==> src/rtl/core/wps_pkg.sv <==
// ----------------------------------------------------------------------------
// WAV PCM stream parser package
// Shared types, operation codes and constants for the front end, the command
// queue and the result formatter.
// ----------------------------------------------------------------------------
package wps_pkg;

    // Fixed header length in bytes and the position of its final byte.
    localparam int HEADER_BYTES = 46;
    localparam logic [5:0] HDR_LAST = 6'(HEADER_BYTES - 1);

    // Default depth of the queue between the front end and the formatter.
    localparam int QUEUE_DEPTH = 4;

    // Configuration port.
    localparam int CFG_INDEX_W = 1;
    localparam int CFG_DATA_W  = 32;
    localparam logic [CFG_INDEX_W-1:0] CFG_START_FRAME = 1'd0;
    localparam logic [CFG_INDEX_W-1:0] CFG_FRAME_COUNT = 1'd1;

    // Result kinds.
    localparam logic KIND_REPORT = 1'b0;
    localparam logic KIND_SAMPLE = 1'b1;

    // Result status codes.
    localparam logic [1:0] ST_OK          = 2'd0;
    localparam logic [1:0] ST_BAD_TAG     = 2'd1;
    localparam logic [1:0] ST_UNSUPPORTED = 2'd2;

    // Operations passed from the front end to the formatter.
    localparam logic [1:0] OP_REPORT = 2'd0;  // header report
    localparam logic [1:0] OP_SAMPLE = 2'd1;  // one assembled frame
    localparam logic [1:0] OP_MARK   = 2'd2;  // short-end marker without samples

    // Input beat.
    typedef struct packed {
        logic [7:0] byte_in;
        logic       last;
    } wps_in_t;

    // Result beat.
    typedef struct packed {
        logic               kind;
        logic [1:0]         status;
        logic [15:0]        channels;
        logic [15:0]        bits;
        logic [31:0]        total_frames;
        logic signed [15:0] left;
        logic signed [15:0] right;
        logic               short_end;
    } wps_out_t;

    // Configuration write as seen by the front end.
    typedef struct packed {
        logic                   valid;
        logic [CFG_INDEX_W-1:0] index;
        logic [CFG_DATA_W-1:0]  data;
    } wps_cfg_wr_t;

    // Command held in the queue.
    typedef struct packed {
        logic [1:0]  op;
        logic [1:0]  status;
        logic [15:0] chan;
        logic [15:0] depth;
        logic [31:0] size;
        logic [31:0] raw;
        logic        short_end;
    } wps_cmd_t;

endpackage

==> src/rtl/core/wps_front.sv <==
// ----------------------------------------------------------------------------
// WAV PCM stream parser front end
// Walks the header byte by byte, checks the tags, captures the format fields,
// assembles data frames and decides which commands go to the queue.
// ----------------------------------------------------------------------------
module wps_front (
    input  logic                 aclk,
    input  logic                 aresetn,
    input  wps_pkg::wps_cfg_wr_t cfg_wr,
    input  logic                 s_valid,
    output logic                 s_ready,
    input  wps_pkg::wps_in_t     s_data,
    input  logic                 q_full,
    output logic                 push_valid,
    output wps_pkg::wps_cmd_t    push_cmd
);

    // Header positions of the captured fields.
    localparam logic [5:0] POS_CHAN_LO  = 6'd22;
    localparam logic [5:0] POS_CHAN_HI  = 6'd23;
    localparam logic [5:0] POS_DEPTH_LO = 6'd34;
    localparam logic [5:0] POS_DEPTH_HI = 6'd35;
    localparam logic [5:0] POS_SIZE_B0  = 6'd42;
    localparam logic [5:0] POS_SIZE_B1  = 6'd43;
    localparam logic [5:0] POS_SIZE_B2  = 6'd44;
    localparam logic [5:0] POS_SIZE_B3  = 6'd45;

    typedef struct packed {
        logic       hit;
        logic [7:0] value;
    } tag_t;

    // Expected tag byte at a header position, if that position holds a tag.
    function automatic tag_t expected_tag(input logic [5:0] p);
        tag_t t;
        t.hit = 1'b1;
        case (p)
            6'd0:  t.value = 8'h52;  // R
            6'd1:  t.value = 8'h49;  // I
            6'd2:  t.value = 8'h46;  // F
            6'd3:  t.value = 8'h46;  // F
            6'd8:  t.value = 8'h57;  // W
            6'd9:  t.value = 8'h41;  // A
            6'd10: t.value = 8'h56;  // V
            6'd11: t.value = 8'h45;  // E
            6'd12: t.value = 8'h66;  // f
            6'd13: t.value = 8'h6d;  // m
            6'd14: t.value = 8'h74;  // t
            6'd15: t.value = 8'h20;  // space
            6'd38: t.value = 8'h64;  // d
            6'd39: t.value = 8'h61;  // a
            6'd40: t.value = 8'h74;  // t
            6'd41: t.value = 8'h61;  // a
            default: begin
                t.hit   = 1'b0;
                t.value = 8'h00;
            end
        endcase
        return t;
    endfunction

    logic [5:0]  header_pos_reg, header_pos_next;
    logic        header_done_reg, header_done_next;
    logic        error_seen_reg, error_seen_next;
    logic [15:0] chan_reg, chan_next;
    logic [15:0] depth_reg, depth_next;
    logic [31:0] size_reg, size_next;
    logic [1:0]  fb_last_reg, fb_last_next;
    logic [1:0]  byte_in_frame_reg, byte_in_frame_next;
    logic [23:0] part_buf_reg, part_buf_next;
    logic [31:0] frames_seen_reg, frames_seen_next;
    logic [31:0] frames_given_reg, frames_given_next;
    logic [31:0] start_frame_reg, frame_count_reg;

    logic        acc;
    logic [7:0]  b;
    logic        fin;
    tag_t        tag;
    logic        err_now;
    logic [15:0] chan_now, depth_now;
    logic [31:0] size_now;
    logic [1:0]  status;
    logic [31:0] full;
    logic        want;
    logic [32:0] given_inc;
    logic        fc_set;

    assign s_ready = !q_full;
    assign acc     = s_valid && s_ready;
    assign b       = s_data.byte_in;
    assign fin     = s_data.last;
    assign fc_set  = frame_count_reg != 32'd0;

    // Parse, assemble and classify one accepted byte.
    always_comb begin
        header_pos_next    = header_pos_reg;
        header_done_next   = header_done_reg;
        error_seen_next    = error_seen_reg;
        chan_next          = chan_reg;
        depth_next         = depth_reg;
        size_next          = size_reg;
        fb_last_next       = fb_last_reg;
        byte_in_frame_next = byte_in_frame_reg;
        part_buf_next      = part_buf_reg;
        frames_seen_next   = frames_seen_reg;
        frames_given_next  = frames_given_reg;
        push_valid         = 1'b0;
        push_cmd           = '0;
        tag                = expected_tag(header_pos_reg);
        err_now            = error_seen_reg | (tag.hit && (tag.value != b));
        chan_now           = chan_reg;
        depth_now          = depth_reg;
        size_now           = size_reg;
        status             = wps_pkg::ST_OK;
        full = {8'h00, part_buf_reg} | ({24'h000000, b} << {byte_in_frame_reg, 3'b000});
        want = (frames_seen_reg >= start_frame_reg) &&
               (!fc_set || (frames_given_reg < frame_count_reg));
        given_inc = {1'b0, frames_given_reg} + 33'd1;

        case (header_pos_reg)
            POS_CHAN_LO:  chan_now  = {8'h00, b};
            POS_CHAN_HI:  chan_now  = {b, chan_reg[7:0]};
            POS_DEPTH_LO: depth_now = {8'h00, b};
            POS_DEPTH_HI: depth_now = {b, depth_reg[7:0]};
            POS_SIZE_B0:  size_now  = size_reg | {24'h000000, b};
            POS_SIZE_B1:  size_now  = size_reg | {16'h0000, b, 8'h00};
            POS_SIZE_B2:  size_now  = size_reg | {8'h00, b, 16'h0000};
            POS_SIZE_B3:  size_now  = size_reg | {b, 24'h000000};
            default: ;
        endcase

        if (err_now) begin
            status = wps_pkg::ST_BAD_TAG;
        end else if ((chan_now != 16'd1 && chan_now != 16'd2) ||
                     (depth_now != 16'd8 && depth_now != 16'd16)) begin
            status = wps_pkg::ST_UNSUPPORTED;
        end else begin
            status = wps_pkg::ST_OK;
        end

        if (acc) begin
            if (!header_done_reg) begin
                // Header byte.
                chan_next       = chan_now;
                depth_next      = depth_now;
                size_next       = size_now;
                error_seen_next = err_now;
                if (header_pos_reg == wps_pkg::HDR_LAST) begin
                    error_seen_next  = status != wps_pkg::ST_OK;
                    header_done_next = 1'b1;
                    if (chan_now == 16'd2) begin
                        fb_last_next = (depth_now == 16'd16) ? 2'd3 : 2'd1;
                    end else begin
                        fb_last_next = (depth_now == 16'd16) ? 2'd1 : 2'd0;
                    end
                    push_valid         = 1'b1;
                    push_cmd.op        = wps_pkg::OP_REPORT;
                    push_cmd.status    = status;
                    push_cmd.chan      = chan_now;
                    push_cmd.depth     = depth_now;
                    push_cmd.size      = size_now;
                    push_cmd.raw       = 32'd0;
                    push_cmd.short_end = fin && (status == wps_pkg::ST_OK) && fc_set;
                end else begin
                    header_pos_next = header_pos_reg + 6'd1;
                end
            end else if (!error_seen_reg) begin
                // Data byte of an accepted header.
                if (byte_in_frame_reg != fb_last_reg) begin
                    part_buf_next      = full[23:0];
                    byte_in_frame_next = byte_in_frame_reg + 2'd1;
                end else begin
                    part_buf_next      = 24'd0;
                    byte_in_frame_next = 2'd0;
                    if (frames_seen_reg != 32'hFFFF_FFFF) begin
                        frames_seen_next = frames_seen_reg + 32'd1;
                    end
                    if (want) begin
                        if (frames_given_reg != 32'hFFFF_FFFF) begin
                            frames_given_next = given_inc[31:0];
                        end
                        push_valid         = 1'b1;
                        push_cmd.op        = wps_pkg::OP_SAMPLE;
                        push_cmd.status    = wps_pkg::ST_OK;
                        push_cmd.chan      = chan_reg;
                        push_cmd.depth     = depth_reg;
                        push_cmd.size      = size_reg;
                        push_cmd.raw       = full;
                        push_cmd.short_end = fin && fc_set &&
                                             (given_inc < {1'b0, frame_count_reg});
                    end
                end
                // Stream ended early with no frame on this byte.
                if (fin && !push_valid && fc_set &&
                    (frames_given_reg < frame_count_reg)) begin
                    push_valid         = 1'b1;
                    push_cmd.op        = wps_pkg::OP_MARK;
                    push_cmd.status    = wps_pkg::ST_OK;
                    push_cmd.chan      = chan_reg;
                    push_cmd.depth     = depth_reg;
                    push_cmd.size      = size_reg;
                    push_cmd.raw       = 32'd0;
                    push_cmd.short_end = 1'b1;
                end
            end
            // The final byte returns the parser to the start of a header.
            if (fin) begin
                header_pos_next    = 6'd0;
                header_done_next   = 1'b0;
                error_seen_next    = 1'b0;
                chan_next          = 16'd0;
                depth_next         = 16'd0;
                size_next          = 32'd0;
                fb_last_next       = 2'd0;
                byte_in_frame_next = 2'd0;
                part_buf_next      = 24'd0;
                frames_seen_next   = 32'd0;
                frames_given_next  = 32'd0;
            end
        end
    end

    // Parser state.
    always_ff @(posedge aclk) begin
        if (!aresetn) begin
            header_pos_reg    <= 6'd0;
            header_done_reg   <= 1'b0;
            error_seen_reg    <= 1'b0;
            chan_reg          <= 16'd0;
            depth_reg         <= 16'd0;
            size_reg          <= 32'd0;
            fb_last_reg       <= 2'd0;
            byte_in_frame_reg <= 2'd0;
            part_buf_reg      <= 24'd0;
            frames_seen_reg   <= 32'd0;
            frames_given_reg  <= 32'd0;
        end else begin
            header_pos_reg    <= header_pos_next;
            header_done_reg   <= header_done_next;
            error_seen_reg    <= error_seen_next;
            chan_reg          <= chan_next;
            depth_reg         <= depth_next;
            size_reg          <= size_next;
            fb_last_reg       <= fb_last_next;
            byte_in_frame_reg <= byte_in_frame_next;
            part_buf_reg      <= part_buf_next;
            frames_seen_reg   <= frames_seen_next;
            frames_given_reg  <= frames_given_next;
        end
    end

    // Configuration registers.
    always_ff @(posedge aclk) begin
        if (!aresetn) begin
            start_frame_reg <= 32'd0;
            frame_count_reg <= 32'd0;
        end else if (cfg_wr.valid) begin
            case (cfg_wr.index)
                wps_pkg::CFG_START_FRAME: start_frame_reg <= cfg_wr.data;
                wps_pkg::CFG_FRAME_COUNT: frame_count_reg <= cfg_wr.data;
                default: ;
            endcase
        end
    end

    // After a final byte the parser is back at the first header byte.
    a_restart_after_last: assert property (@(posedge aclk) disable iff (!aresetn)
        (acc && fin) |=> (header_pos_reg == 6'd0 && !header_done_reg && !error_seen_reg))
        else $error("parser did not restart after the final byte");

endmodule

==> src/rtl/core/wps_queue.sv <==
// ----------------------------------------------------------------------------
// WAV PCM stream parser command queue
// Small register FIFO between the front end and the result formatter, so
// that each side can stall on its own.
// ----------------------------------------------------------------------------
module wps_queue #(
    parameter int DEPTH = wps_pkg::QUEUE_DEPTH
) (
    input  logic              aclk,
    input  logic              aresetn,
    input  logic              push_valid,
    input  wps_pkg::wps_cmd_t push_cmd,
    output logic              full,
    input  logic              pop,
    output logic              pop_valid,
    output wps_pkg::wps_cmd_t pop_cmd
);

    localparam int PTR_W = (DEPTH > 1) ? $clog2(DEPTH) : 1;
    localparam int CNT_W = $clog2(DEPTH + 1);

    wps_pkg::wps_cmd_t mem_reg [DEPTH];
    logic [PTR_W-1:0]  wr_ptr_reg, wr_ptr_next;
    logic [PTR_W-1:0]  rd_ptr_reg, rd_ptr_next;
    logic [CNT_W-1:0]  count_reg, count_next;
    logic              pop_fire;

    assign full      = count_reg == CNT_W'(DEPTH);
    assign pop_valid = count_reg != '0;
    assign pop_fire  = pop && pop_valid;
    assign pop_cmd   = mem_reg[rd_ptr_reg];

    // Pointer and fill-level update.
    always_comb begin
        wr_ptr_next = wr_ptr_reg;
        rd_ptr_next = rd_ptr_reg;
        count_next  = count_reg;
        if (push_valid) begin
            wr_ptr_next = (wr_ptr_reg == PTR_W'(DEPTH - 1)) ? '0 : wr_ptr_reg + 1'b1;
        end
        if (pop_fire) begin
            rd_ptr_next = (rd_ptr_reg == PTR_W'(DEPTH - 1)) ? '0 : rd_ptr_reg + 1'b1;
        end
        case ({push_valid, pop_fire})
            2'b10:   count_next = count_reg + 1'b1;
            2'b01:   count_next = count_reg - 1'b1;
            default: count_next = count_reg;
        endcase
    end

    always_ff @(posedge aclk) begin
        if (!aresetn) begin
            wr_ptr_reg <= '0;
            rd_ptr_reg <= '0;
            count_reg  <= '0;
        end else begin
            wr_ptr_reg <= wr_ptr_next;
            rd_ptr_reg <= rd_ptr_next;
            count_reg  <= count_next;
        end
    end

    // Command storage.
    always_ff @(posedge aclk) begin
        if (push_valid) begin
            mem_reg[wr_ptr_reg] <= push_cmd;
        end
    end

    a_count_bound: assert property (@(posedge aclk) disable iff (!aresetn)
        count_reg <= CNT_W'(DEPTH))
        else $error("queue fill level beyond its depth");

    a_no_overflow: assert property (@(posedge aclk) disable iff (!aresetn)
        push_valid |-> !full)
        else $error("command pushed into a full queue");

endmodule

==> src/rtl/core/wps_back.sv <==
// ----------------------------------------------------------------------------
// WAV PCM stream parser result formatter
// Takes commands from the queue, forms Q1.15 samples and the frame total,
// and holds each result beat in the output register until it is taken.
// ----------------------------------------------------------------------------
module wps_back (
    input  logic              aclk,
    input  logic              aresetn,
    input  logic              pop_valid,
    input  wps_pkg::wps_cmd_t pop_cmd,
    output logic              pop,
    output logic              m_valid,
    input  logic              m_ready,
    output wps_pkg::wps_out_t m_data
);

    logic              m_valid_reg, m_valid_next;
    wps_pkg::wps_out_t out_reg, out_next;
    logic              stereo, wide;
    logic [31:0]       total;
    logic [15:0]       left, right;

    assign m_valid = m_valid_reg;
    assign m_data  = out_reg;
    assign pop     = pop_valid && (!m_valid_reg || m_ready);
    assign stereo  = pop_cmd.chan == 16'd2;
    assign wide    = pop_cmd.depth == 16'd16;

    // Frame total: frames are one, two or four bytes long.
    always_comb begin
        case ({stereo, wide})
            2'b00:   total = pop_cmd.size;
            2'b11:   total = pop_cmd.size >> 2;
            default: total = pop_cmd.size >> 1;
        endcase
    end

    // Sample forming: 8-bit data has its offset of 128 removed.
    always_comb begin
        if (wide) begin
            left  = pop_cmd.raw[15:0];
            right = stereo ? pop_cmd.raw[31:16] : pop_cmd.raw[15:0];
        end else begin
            left  = {pop_cmd.raw[7:0] ^ 8'h80, 8'h00};
            right = stereo ? {pop_cmd.raw[15:8] ^ 8'h80, 8'h00} : left;
        end
    end

    // Result beat assembly.
    always_comb begin
        out_next              = out_reg;
        m_valid_next          = m_valid_reg;
        if (m_valid_reg && m_ready) begin
            m_valid_next = 1'b0;
        end
        if (pop) begin
            m_valid_next          = 1'b1;
            out_next.status       = pop_cmd.status;
            out_next.channels     = pop_cmd.chan;
            out_next.bits         = pop_cmd.depth;
            out_next.short_end    = pop_cmd.short_end;
            out_next.total_frames = total;
            case (pop_cmd.op)
                wps_pkg::OP_REPORT: begin
                    out_next.kind  = wps_pkg::KIND_REPORT;
                    out_next.left  = 16'sd0;
                    out_next.right = 16'sd0;
                    if (pop_cmd.status != wps_pkg::ST_OK) begin
                        out_next.total_frames = 32'd0;
                    end
                end
                wps_pkg::OP_SAMPLE: begin
                    out_next.kind  = wps_pkg::KIND_SAMPLE;
                    out_next.left  = left;
                    out_next.right = right;
                end
                wps_pkg::OP_MARK: begin
                    out_next.kind  = wps_pkg::KIND_SAMPLE;
                    out_next.left  = 16'sd0;
                    out_next.right = 16'sd0;
                end
                default: begin
                    out_next = '0;
                end
            endcase
        end
    end

    always_ff @(posedge aclk) begin
        if (!aresetn) begin
            m_valid_reg <= 1'b0;
        end else begin
            m_valid_reg <= m_valid_next;
        end
    end

    always_ff @(posedge aclk) begin
        out_reg <= out_next;
    end

    a_sample_status_ok: assert property (@(posedge aclk) disable iff (!aresetn)
        (m_valid_reg && out_reg.kind == wps_pkg::KIND_SAMPLE) |->
            (out_reg.status == wps_pkg::ST_OK))
        else $error("sample beat with a non-ok status");

    a_rejected_no_total: assert property (@(posedge aclk) disable iff (!aresetn)
        (m_valid_reg && out_reg.status != wps_pkg::ST_OK) |->
            (out_reg.total_frames == 32'd0 && !out_reg.short_end))
        else $error("rejected header report carries a frame total or short end");

endmodule

==> src/rtl/core/wav_pcm_stream_parser.sv <==
// Path: the command for an accepted input beat is written into the command queue, and the
// result beat is then registered in the output register that drives m_data.
// Throughput: one byte per cycle; a result beat waiting at m_data does not block input
// until the command queue (QUEUE_DEPTH entries) is full.
// Reset: aresetn is synchronous and active low; it clears the parser, the queue,
// the output valid flag and both configuration registers.
// ----------------------------------------------------------------------------
// WAV PCM stream parser
// Parses a byte-wide WAV stream, reports the header once and gives signed
// Q1.15 left/right frames, with frame skipping and a frame limit.
// ----------------------------------------------------------------------------
module wav_pcm_stream_parser #(
    parameter int QUEUE_DEPTH = wps_pkg::QUEUE_DEPTH
) (
    input  logic                               aclk,
    input  logic                               aresetn,
    input  logic                               cfg_valid,
    output logic                               cfg_ready,
    input  logic [wps_pkg::CFG_INDEX_W-1:0]    cfg_index,
    input  logic [wps_pkg::CFG_DATA_W-1:0]     cfg_data,
    input  logic                               s_valid,
    output logic                               s_ready,
    input  wps_pkg::wps_in_t                   s_data,
    output logic                               m_valid,
    input  logic                               m_ready,
    output wps_pkg::wps_out_t                  m_data
);

    wps_pkg::wps_cfg_wr_t cfg_wr;
    logic                 q_full;
    logic                 push_valid;
    wps_pkg::wps_cmd_t    push_cmd;
    logic                 pop;
    logic                 pop_valid;
    wps_pkg::wps_cmd_t    pop_cmd;

    // Configuration writes are always taken.
    assign cfg_ready    = 1'b1;
    assign cfg_wr.valid = cfg_valid && cfg_ready;
    assign cfg_wr.index = cfg_index;
    assign cfg_wr.data  = cfg_data;

    wps_front u_front (
        .aclk       (aclk),
        .aresetn    (aresetn),
        .cfg_wr     (cfg_wr),
        .s_valid    (s_valid),
        .s_ready    (s_ready),
        .s_data     (s_data),
        .q_full     (q_full),
        .push_valid (push_valid),
        .push_cmd   (push_cmd)
    );

    wps_queue #(
        .DEPTH (QUEUE_DEPTH)
    ) u_queue (
        .aclk       (aclk),
        .aresetn    (aresetn),
        .push_valid (push_valid),
        .push_cmd   (push_cmd),
        .full       (q_full),
        .pop        (pop),
        .pop_valid  (pop_valid),
        .pop_cmd    (pop_cmd)
    );

    wps_back u_back (
        .aclk      (aclk),
        .aresetn   (aresetn),
        .pop_valid (pop_valid),
        .pop_cmd   (pop_cmd),
        .pop       (pop),
        .m_valid   (m_valid),
        .m_ready   (m_ready),
        .m_data    (m_data)
    );

endmodule
==> config.mk <==
export PLATFORM = sky130hd
export DESIGN_NAME = wav_pcm_stream_parser
export DESIGN_NICKNAME = d
export VERILOG_FILES = /design/src/rtl/core/wps_pkg.sv /design/src/rtl/core/wps_front.sv /design/src/rtl/core/wps_queue.sv /design/src/rtl/core/wps_back.sv /design/src/rtl/core/wav_pcm_stream_parser.sv
export SDC_FILE = /design/constraint.sdc
export NUM_CORES = 1
export LEC_CHECK = 0
export BUFFER_PORTS_ARGS = -buffer_cell sky130_fd_sc_hd__buf_2
export CORE_MARGIN = 3
export CORE_UTILIZATION = 60
export DETAILED_ROUTE_END_ITERATION = 16
export PLACE_DENSITY = 0.78
export SLEW_MARGIN = 15
export SYNTH_ARGS = -nofsm -noshare
export SYNTH_HDL_FRONTEND = slang
export SYNTH_SLANG_ARGS = --single-unit
export TNS_END_PERCENT = 1
==> constraint.sdc <==
create_clock -name aclk -period 9.8 [get_ports aclk]
set_clock_uncertainty 0.2 [all_clocks]
set_input_delay 1.96 -clock aclk [delete_from_list [all_inputs] [get_ports aclk]]
set_output_delay 1.96 -clock aclk [all_outputs]
set_load 0.005 [all_outputs]
==> out/results.txt <==
buffers added on ports = 148
PwrDens = 202 nW/um^2
insertion delay to the later sink of the worst-skew pair = 0.62 ns
Post-Place Cells = 3415
drt initial violations = 2045
routability cong. = 0.898
Seq/Total Area, Yosys = 0.603
status = complete, no violations
most frequent cells after synthesis = edfxtp_1, nor2_1, nand2_1
largest net degree at the start of global routing = 77
Die X = 240 um
smallest hold slack = 0.254 ns
# setup viols final = 0
Slew @ Worst Pin = 1.21 ns
die area = 57800 sq um
clk root buf = clkbuf_16
WHS Endpoint = u_front.start_frame_reg[20]
Post-CTS Resized = 0
Final Cell Area = 36600 sq um
RR Startpoint = u_front.frame_count_reg[1]
hold buffers post-CTS = 0
core area = 54100 sq um
min Tclk post-route = 5.20 ns
initial antenna violation count = 4
setup TNS = 0 ns
fraction of registers with async set/reset = 0
clk sink count = 742
Non-Filler Instances = 3553
Worst-path clk slew = 0.06 ns
Largest register FFs = 404
CTS max path bufs = 3
drt total wl = 75800 um
area delta synth->final = 11.0%
total global-route track usage = 0.263
CTS Buf Count = 74
Starting Density = 0.609
#FFs+latches synth = 742
Max VDD drop = 0.136 mV
post-CTS setup buffers = 0
WHS Path Cells = 2
EDFF count, synth = 504
share of the synthesized area in the top cell type = 0.459
Primary FF master, synth = edfxtp_1
total power = 7.39 mW
number of max-slew violations in the final report = 0
vias per cell = 6.17
Post-DP Area = 34200 sq um
YS warnings = 0
drt pass-1 iters = 8
count of unique library cells instantiated by Yosys = 78
I/O pin count = 150
synthesized area per cell = 12.2 sq um
layout cells sized above 1 = 0.146
fill cell count = 3739
Worst Min Path Start = u_front.start_frame_reg[20]
Post-DP HPWL = 48500 um
Rows = 85
CP endpoint kind = register
Remaining Overflow, GRT = 0
ranking of synthesized cells by area = edfxtp_1, dfxtp_1, mux4_2
synthesized netlist cell count = 2709
# nets final = 2954
post-route ant nets = 0
Die Height = 240 um
worst path required time = 9.83 ns
critical path arrival = 5.23 ns
f_max = 0.192 GHz
Final Cycle Share = 0.530
number of global-route vias before repair = 21700
slew margin rel. = 0.195
most numerous cell in the Yosys netlist = edfxtp_1
via count = 21900
routed len/inst = 21.3 um
drt drc = 0
max_cap viols = 0
top cell type by total area after synthesis = edfxtp_1
H-tree depth = 3
WS Path Type = in2reg
Hold Crit Class = reg2reg
Worst Path Max Fanout = 65
final hold violations = 0
Pleak = 11.9 nW
RSZ-0062 raised after global routing = false
CTS tree = done
first-pass GRT wire length = 119000 um
R2R Setup Slk = 4.92 ns
Syn Nets = 2868
Reg2Reg Depth = 11
RR Endpoint = u_queue.mem_reg[0][86]
CP Launch Type = input pin
synthesized area = 33000 sq um
power breakdown:
group          switching, mW  internal [mW]
Combinational          0.518          0.358
Sequential             0.129           3.62
Clock                   1.19           1.58
Total                   1.84           5.56
area by class of cell:
| cell class | count | area, sq um | share of cell area |
|---|---|---|---|
| timing repair buffer | 171 | 938 | 0.0256 |
| clock inverter | 41 | 350 | 0.00958 |
| sequential | 742 | 19900 | 0.544 |
| tap | 696 | 871 | 0.0238 |
| antenna | 4 | 10.0 | 0.000274 |
| inverter | 110 | 413 | 0.0113 |
| multi-input combinational | 1696 | 12100 | 0.330 |
| clock buffer | 93 | 2030 | 0.0554 |
cells in the final DEF (no fill, tap or decap), drive strengths merged, types with 34 or more instances in the layout:
| master | n |
|---|---|
| o21ai | 49 |
| xnor2 | 42 |
| mux2i | 36 |
| nor2b | 115 |
| a21oi | 240 |
| edfxtp | 504 |
| and3 | 34 |
| dfxtp | 238 |
| mux4 | 101 |
| nor3 | 38 |
| nand3 | 42 |
| nand2 | 240 |
| nor4 | 35 |
| clkbuf | 93 |
| nor2 | 269 |
| buf | 171 |
| ha | 111 |
| inv | 113 |
| nand4 | 34 |
| a22oi | 59 |
how the worst max path moves through the flow:
stage | endpoint | from | depth (start not counted) | slack (ns)
finish | u_queue.mem_reg[0][86] | s_valid | 8 | 4.60
CTS | u_queue.mem_reg[0][92] | s_valid | 8 | 4.65
floorplan | u_queue.count_reg[2] | m_ready | 8 | 0.69
global placement | u_queue.mem_reg[0][93] | s_valid | 8 | 4.14
global route | u_back.m_data[37] | register | 10 | 4.45
detailed placement | u_queue.mem_reg[0][95] | s_valid | 8 | 4.03
through the flow:
step                setup slack [ns]  utilization
CTS                             4.65        0.675
global route                    4.45        0.676
finish                          4.60        0.676
global placement                4.14        0.631
detailed placement              4.03        0.631
floorplan                      0.694            -
critical path, cell delays in order:
cell	delay, ns
buf_2	0.10
nand2_1	0.17
nor3_2	0.99
a21oi_4	-0.01
buf_4	0.42
nor2b_4	0.18
buf_4	0.60
buf_4	0.76
cells by family after synthesis:
family,after synthesis,share of synthesized area
adder cells (fa/ha/maj),112,0.0427
multiplexers,137,0.0799
XOR/XNOR,62,0.0165
flip-flops,742,0.603
AO/OA/AOI/OAI,482,0.0911
AND/OR/NAND/NOR,902,0.133
buffers and inverters,271,0.0331
other,1,0.000114
metal layers:
layer  GRT usage  share of wire
met1       0.349           0.41
met2       0.435           0.49
met3      0.0463          0.070
met4       0.100          0.032
met5           0        0.00045
Note: power is estimated with default switching activity, not from simulation.
